`config.mk`:
```
export PLATFORM = sky130hd
export DESIGN_NAME = hashtp_ctrl
export DESIGN_NICKNAME = d
export VERILOG_FILES = /design/src/rtl/core/hashtp_pkg.sv /design/src/rtl/core/hashtp_ctrl.sv
export SDC_FILE = /design/constraint.sdc
export NUM_CORES = 1
export LEC_CHECK = 0
export ABC_AREA = 0
export CAP_MARGIN = 25
export CORE_AREA = 2 2 39 41
export DETAILED_ROUTE_END_ITERATION = 16
export DIE_AREA = 0 0 41 43
export DONT_BUFFER_PORTS = 1
export PLACE_DENSITY = 0.51
export SYNTH_ARGS = -nofsm -noshare
export SYNTH_HDL_FRONTEND = slang
export SYNTH_SLANG_ARGS = --single-unit
```
`constraint.sdc`:
```
create_clock -name clock -period 4.1 [get_ports clock]
set_clock_uncertainty 0.1 [all_clocks]
set_input_delay 0.205 -clock clock [delete_from_list [all_inputs] [get_ports clock]]
set_output_delay 0.205 -clock clock [all_outputs]
set_load 0.01 [all_outputs]
```
`src/rtl/core/hashtp_pkg.sv`:
```
`default_nettype none
// ----------------------------------------------------------------------------
// hashtp_pkg
// Shared types and constants for the hash table probe lookup core.
// ----------------------------------------------------------------------------
package hashtp_pkg;

   localparam int KEY_W     = 32;
   localparam int VAL_W     = 32;
   localparam int SIDX_W    = 10;
   localparam int CSR_W     = 11;
   localparam int STAT_W    = 3;
   localparam int CNT_W     = 11;
   localparam int DVD_W     = 33;   // key, or slot index plus probe step
   localparam int DIV_CNT_W = 6;

   localparam int SLOT_COUNT_DEF = 1024;

   localparam logic [CSR_W-1:0] TABLE_SIZE_RST = 11'd1024;

   localparam logic OP_WRITE  = 1'b0;
   localparam logic OP_LOOKUP = 1'b1;

   localparam logic [STAT_W-1:0] ST_FOUND      = 3'd0;
   localparam logic [STAT_W-1:0] ST_ZERO_INPUT = 3'd1;
   localparam logic [STAT_W-1:0] ST_EMPTY      = 3'd2;
   localparam logic [STAT_W-1:0] ST_LIMIT      = 3'd3;
   localparam logic [STAT_W-1:0] ST_ZERO_VALUE = 3'd4;

   typedef struct packed {
      logic              operation;
      logic [SIDX_W-1:0] slot_index;
      logic [KEY_W-1:0]  key;
      logic [VAL_W-1:0]  value;
   } req_type;

   typedef struct packed {
      logic [STAT_W-1:0] status;
      logic [VAL_W-1:0]  found_value;
      logic [CNT_W-1:0]  probe_count;
   } rsp_type;

   // controller -> datapath
   typedef struct packed {
      logic clr;           // clearing pass: zero one slot
      logic wr;            // write beat accepted
      logic load;          // lookup beat accepted
      logic div_key;       // start key mod size
      logic idx_from_div;  // take remainder as slot index
      logic step;          // advance probe sequence
      logic finish;        // load result register
   } cmd_type;

   // datapath -> controller
   typedef struct packed {
      logic clr_last;
      logic req_lookup;
      logic zero_in;
      logic div_busy;
      logic step_small;
      logic done;
      logic out_free;
   } sts_type;

endpackage
`default_nettype wire

```
`src/rtl/core/hashtp_ctrl.sv`:
```
`default_nettype none
// ----------------------------------------------------------------------------
// hashtp_ctrl
// Controller: clearing pass, beat acceptance and probe walk sequencing.
// ----------------------------------------------------------------------------
module hashtp_ctrl
   import hashtp_pkg::*;
(
   input  wire logic    clock,
   input  wire logic    reset,
   input  wire logic    req_valid,
   output logic         req_stall,
   input  wire sts_type sts,
   output cmd_type      cmd
);

   typedef enum logic [5:0] {
      S_CLEAR = 6'b000001,
      S_IDLE  = 6'b000010,
      S_START = 6'b000100,
      S_DIV   = 6'b001000,
      S_READ  = 6'b010000,
      S_CHECK = 6'b100000
   } state_type;

   state_type state_ff, state_in;

   always_comb begin
      cmd      = '0;
      state_in = state_ff;
      unique case (state_ff)
         S_CLEAR: begin
            cmd.clr = 1'b1;
            if (sts.clr_last) state_in = S_IDLE;
         end
         S_IDLE: begin
            if (req_valid) begin
               if (sts.req_lookup) begin
                  cmd.load = 1'b1;
                  state_in = S_START;
               end else begin
                  cmd.wr = 1'b1;
               end
            end
         end
         S_START: begin
            if (sts.zero_in) begin
               if (sts.out_free) begin
                  cmd.finish = 1'b1;
                  state_in   = S_IDLE;
               end
            end else begin
               cmd.div_key = 1'b1;
               state_in    = S_DIV;
            end
         end
         S_DIV: begin
            if (!sts.div_busy) begin
               cmd.idx_from_div = 1'b1;
               state_in         = S_READ;
            end
         end
         S_READ: begin
            state_in = S_CHECK;   // slot data lands in the read register
         end
         S_CHECK: begin
            if (sts.done) begin
               if (sts.out_free) begin
                  cmd.finish = 1'b1;
                  state_in   = S_IDLE;
               end
            end else begin
               cmd.step = 1'b1;
               state_in = sts.step_small ? S_READ : S_DIV;
            end
         end
         default: begin
            state_in = S_IDLE;
         end
      endcase
   end

   always_ff @(posedge clock) begin
      if (reset) begin
         state_ff <= S_CLEAR;
      end else begin
         state_ff <= state_in;
      end
   end

   assign req_stall = state_ff != S_IDLE;

endmodule
`default_nettype wire

```
==> summary.md <==
The flow ran to the end, and the final reports show no timing, DRC or antenna violations. 0 antenna diodes ended up in the layout. The average vias per placed instance works out to 6.160. The tools report the worst reg2reg path startpoint as state_ff[3]. The transition at the pin with the smallest max-transition slack was 0.3809 ns; the final standard cell count with taps included and fillers excluded was 75.

The number of DRC violations after detailed-routing iteration 0 was 13; the wire length reported by the detailed router was 1064 microns. The count of pins over their slew limit is 0. The library cell occupying the most area in the post-synthesis netlist was dfxtp_1. In the final layout, the share of cells above drive strength 1 is 23.73%.

The largest registers in the layout are state_ff (6). Setup slack on the worst reg-to-reg path comes out at 2.47 ns. Along the worst hold path, the cell count comes to 2. The startpoint identified for the worst hold timing path is sts[6]. The synthesized flop and latch total came out at 6. Data on the critical path is required at its endpoint by 3.80 ns. Worst min-delay path endpoint: state_ff[0].

After layout, the minimum clock period comes to 2.021 ns. The run gives 0 as the reported max-cap violation count. In the post-synthesis netlist, the biggest area contributors are dfxtp_1 (24%), nor2_1 (5.4%), nor4_2 (5.1%). Once the floorplan was initialized, standard cells occupied 35.44% of the core. The cell area that synthesis handed to floorplanning was 490.5 sq um. The floorplan step defined a core boundary enclosing 1384 sq um.

The first detailed-routing pass took 4 iterations. The fmax was 494.8 MHz. The flip-flop count of the largest register after layout is 6. Summed over all nets, the half-perimeter wirelength after detailed placement is 887.3 microns. The die covers 1763 sq um.

Across every metal layer, demand over resource in global routing totals 15.02%. The element type at the critical path end is an output pin. TritonCTS built the clock tree.

In this run the clock root is driven by a clkbuf_4. The power density over cell area is 276.6 nW/um^2. The clock insertion delay at the later pin of the skew report was 0.24 ns; the number of instances resized during post-cts repair was 0.

The most used flip-flop cell after synthesis is dfxtp_1. The DRC violations left is 0, and the fraction of post-synthesis cell area in the top cell type by area is 24.49%. In this run the core area contains 14 standard-cell rows. The worst setup path is of the flip-flop to output pin kind.

Prior to clock tree synthesis, the placed netlist has a worst setup slack of 2.321 ns. In this run the critical register-to-register path is captured at state_ff[5]. The vertical die dimension works out to 43 microns. Of all flip-flops after synthesis, the portion carrying an async set or reset was 0%.

The max-slew headroom at the worst pin was 74.57%; the number of flops mapped to enable cells by yosys was 0. In the synthesized netlist, the number of instances is 56. In this run the worst path has a maximum fanout of 6. In the final design database the tool counted 71 nets. H-tree depth: 1.

The worst path uses 49.29% of the clock period. The die is 41 microns wide. At the worst endpoint, the arrival time is 1.72 ns. The total CTS buffers came out at 3. state_ff holds more flip-flops than any other register. The length in cells of the worst reg-to-reg path came out at 4.

The Yosys step of the flow raised 0 warnings. The synthesized net count was 66. The number of port buffers works out to 0. The tools report the number of global-route vias before repair as 451. CTS saw 6 sinks. Entering global routing, the biggest net connects 9 pins. The logs give 0 for the buffers inserted during post-CTS setup optimization and 0.1952 nW for the leakage power summed over all cells.

Once detail routing completed, the nets flagged for antenna violations numbered 0. Compared with the post-synthesis result, the final layout area differs by 9.694%. The worst-case IR drop observed on VDD is 0.1661 mV. After clock tree synthesis, the clock-pin slew on the worst setup and hold paths is 0.04 ns.

The kind of start point of the critical path was a flip-flop. Counting instances in the post-synthesis netlist gives the leading cell types as nor2_1 (7), dfxtp_1 (6), nand2_1 (5), inv_1 (4), o21ai_0 (3). For the placer congestion estimate, the log shows 0.8301.

The final-report setup violation count was 0; the number of buffers on the longest clock path was 2. For the hold-fix buffer count after cts, the log shows 1. The average wire per cell in the routed design was 14.19 microns; the initial antenna violation count was 0. The first global-routing pass estimated 1842 microns of wire.

Setup repair after global routing left no endpoint under its margin. The run gives 18 as the number of ports placed on the die boundary. The average instance area after synthesis is 8.758 sq um, and the aggregate negative setup slack is 0 ns.

After global routing the overflow that remains totals 0. For the detailed-route via count, the log shows 462. Overall power consumption after layout is estimated at 0.1488 mW. In the post-route analysis, the smallest setup slack over all paths is 2.079 ns. The share of the Yosys chip area taken by registers is 24.49%. Most frequently used cell type in the post-synthesis netlist: nor2_1. The worst hold path belongs to the class input pin to flip-flop.

The number of failing hold endpoints at the final stage is 0. Once placement completed, the tool counted placed cells totaling 71. In this run, distinct cell masters in the synthesized netlist total 32.
-- report_power, final --
| part | internal [mW] | switching, mW | total (mW) |
|---|---|---|---|
| clock network | 0.0329 | 0.0187 | 0.0517 |
| logic | 0.0149 | 0.0148 | 0.0297 |
| registers | 0.0609 | 0.00657 | 0.0675 |
-- kinds of logic after synthesis --
kind of cell              synth area share (%)
xor gates and xnor gates                 1.786
AOI/OAI and AO/OA                        21.94
DFF                                      24.49
and+or+nand+nor                          45.67
muxes                                    2.041
buffers and inverters                    4.080
-- worst max-delay path: stages, from the launching register on --
cell and delay (ns):
dfxtp_1 0.36, or4_4 0.58, nor3b_4 0.27, nand2_1 0.08, nor2_1 0.18
-- layout by cell type (no fill, tap or decap), drive strengths merged, types with 2 or more instances in the layout --
master  count
nor2        7
dfxtp       6
nand2       5
inv         4
nor4        4
o21ai       3
clkbuf      3
nand3b      3
o21a        2
a31oi       2
nor3b       2
-- metrics by stage --
stage               hold WS [ns]  area [sq um]  util, %
global placement          0.1771         505.5    36.53
CTS                      0.01030         538.0    38.88
detailed placement        0.1782         505.5    36.53
floorplan                 0.1741         490.5        -
global route             0.01451         538.0    38.88
finish                   0.01867         538.0    38.88
-- layer usage --
metal	global-route usage, %	up-vias	part of all wire, %
met4	4.000	0	0
li1	-	223	-
met5	0	-	0
met2	22.50	14	47
met1	19.22	225	47
met3	6.283	0	5.9
-- how the worst max path moves through the flow --
stage	startpoint	endpoint	slack, ns	cells after the start
global route	state_ff[5]	cmd[5]	1.93	4
floorplan	state_ff[2]	cmd[5]	2.40	4
global placement	state_ff[5]	cmd[5]	2.34	4
CTS	state_ff[5]	cmd[5]	2.05	4
finish	state_ff[5]	cmd[5]	2.08	4
detailed placement	state_ff[5]	cmd[5]	2.32	4
-- area by class of cell --
| cell class | instances | area (sq um) |
|---|---|---|
| multi-input cells | 45 | 350.3 |
| flip-flops and latches | 6 | 120.1 |
| repair buffers | 1 | 10.01 |
| well taps | 16 | 20.02 |
| clock buffers | 3 | 22.52 |
| fillers | 151 | 845.8 |
| inverters | 4 | 15.01 |
No activity file was read; power rests on OpenSTA's default activity.
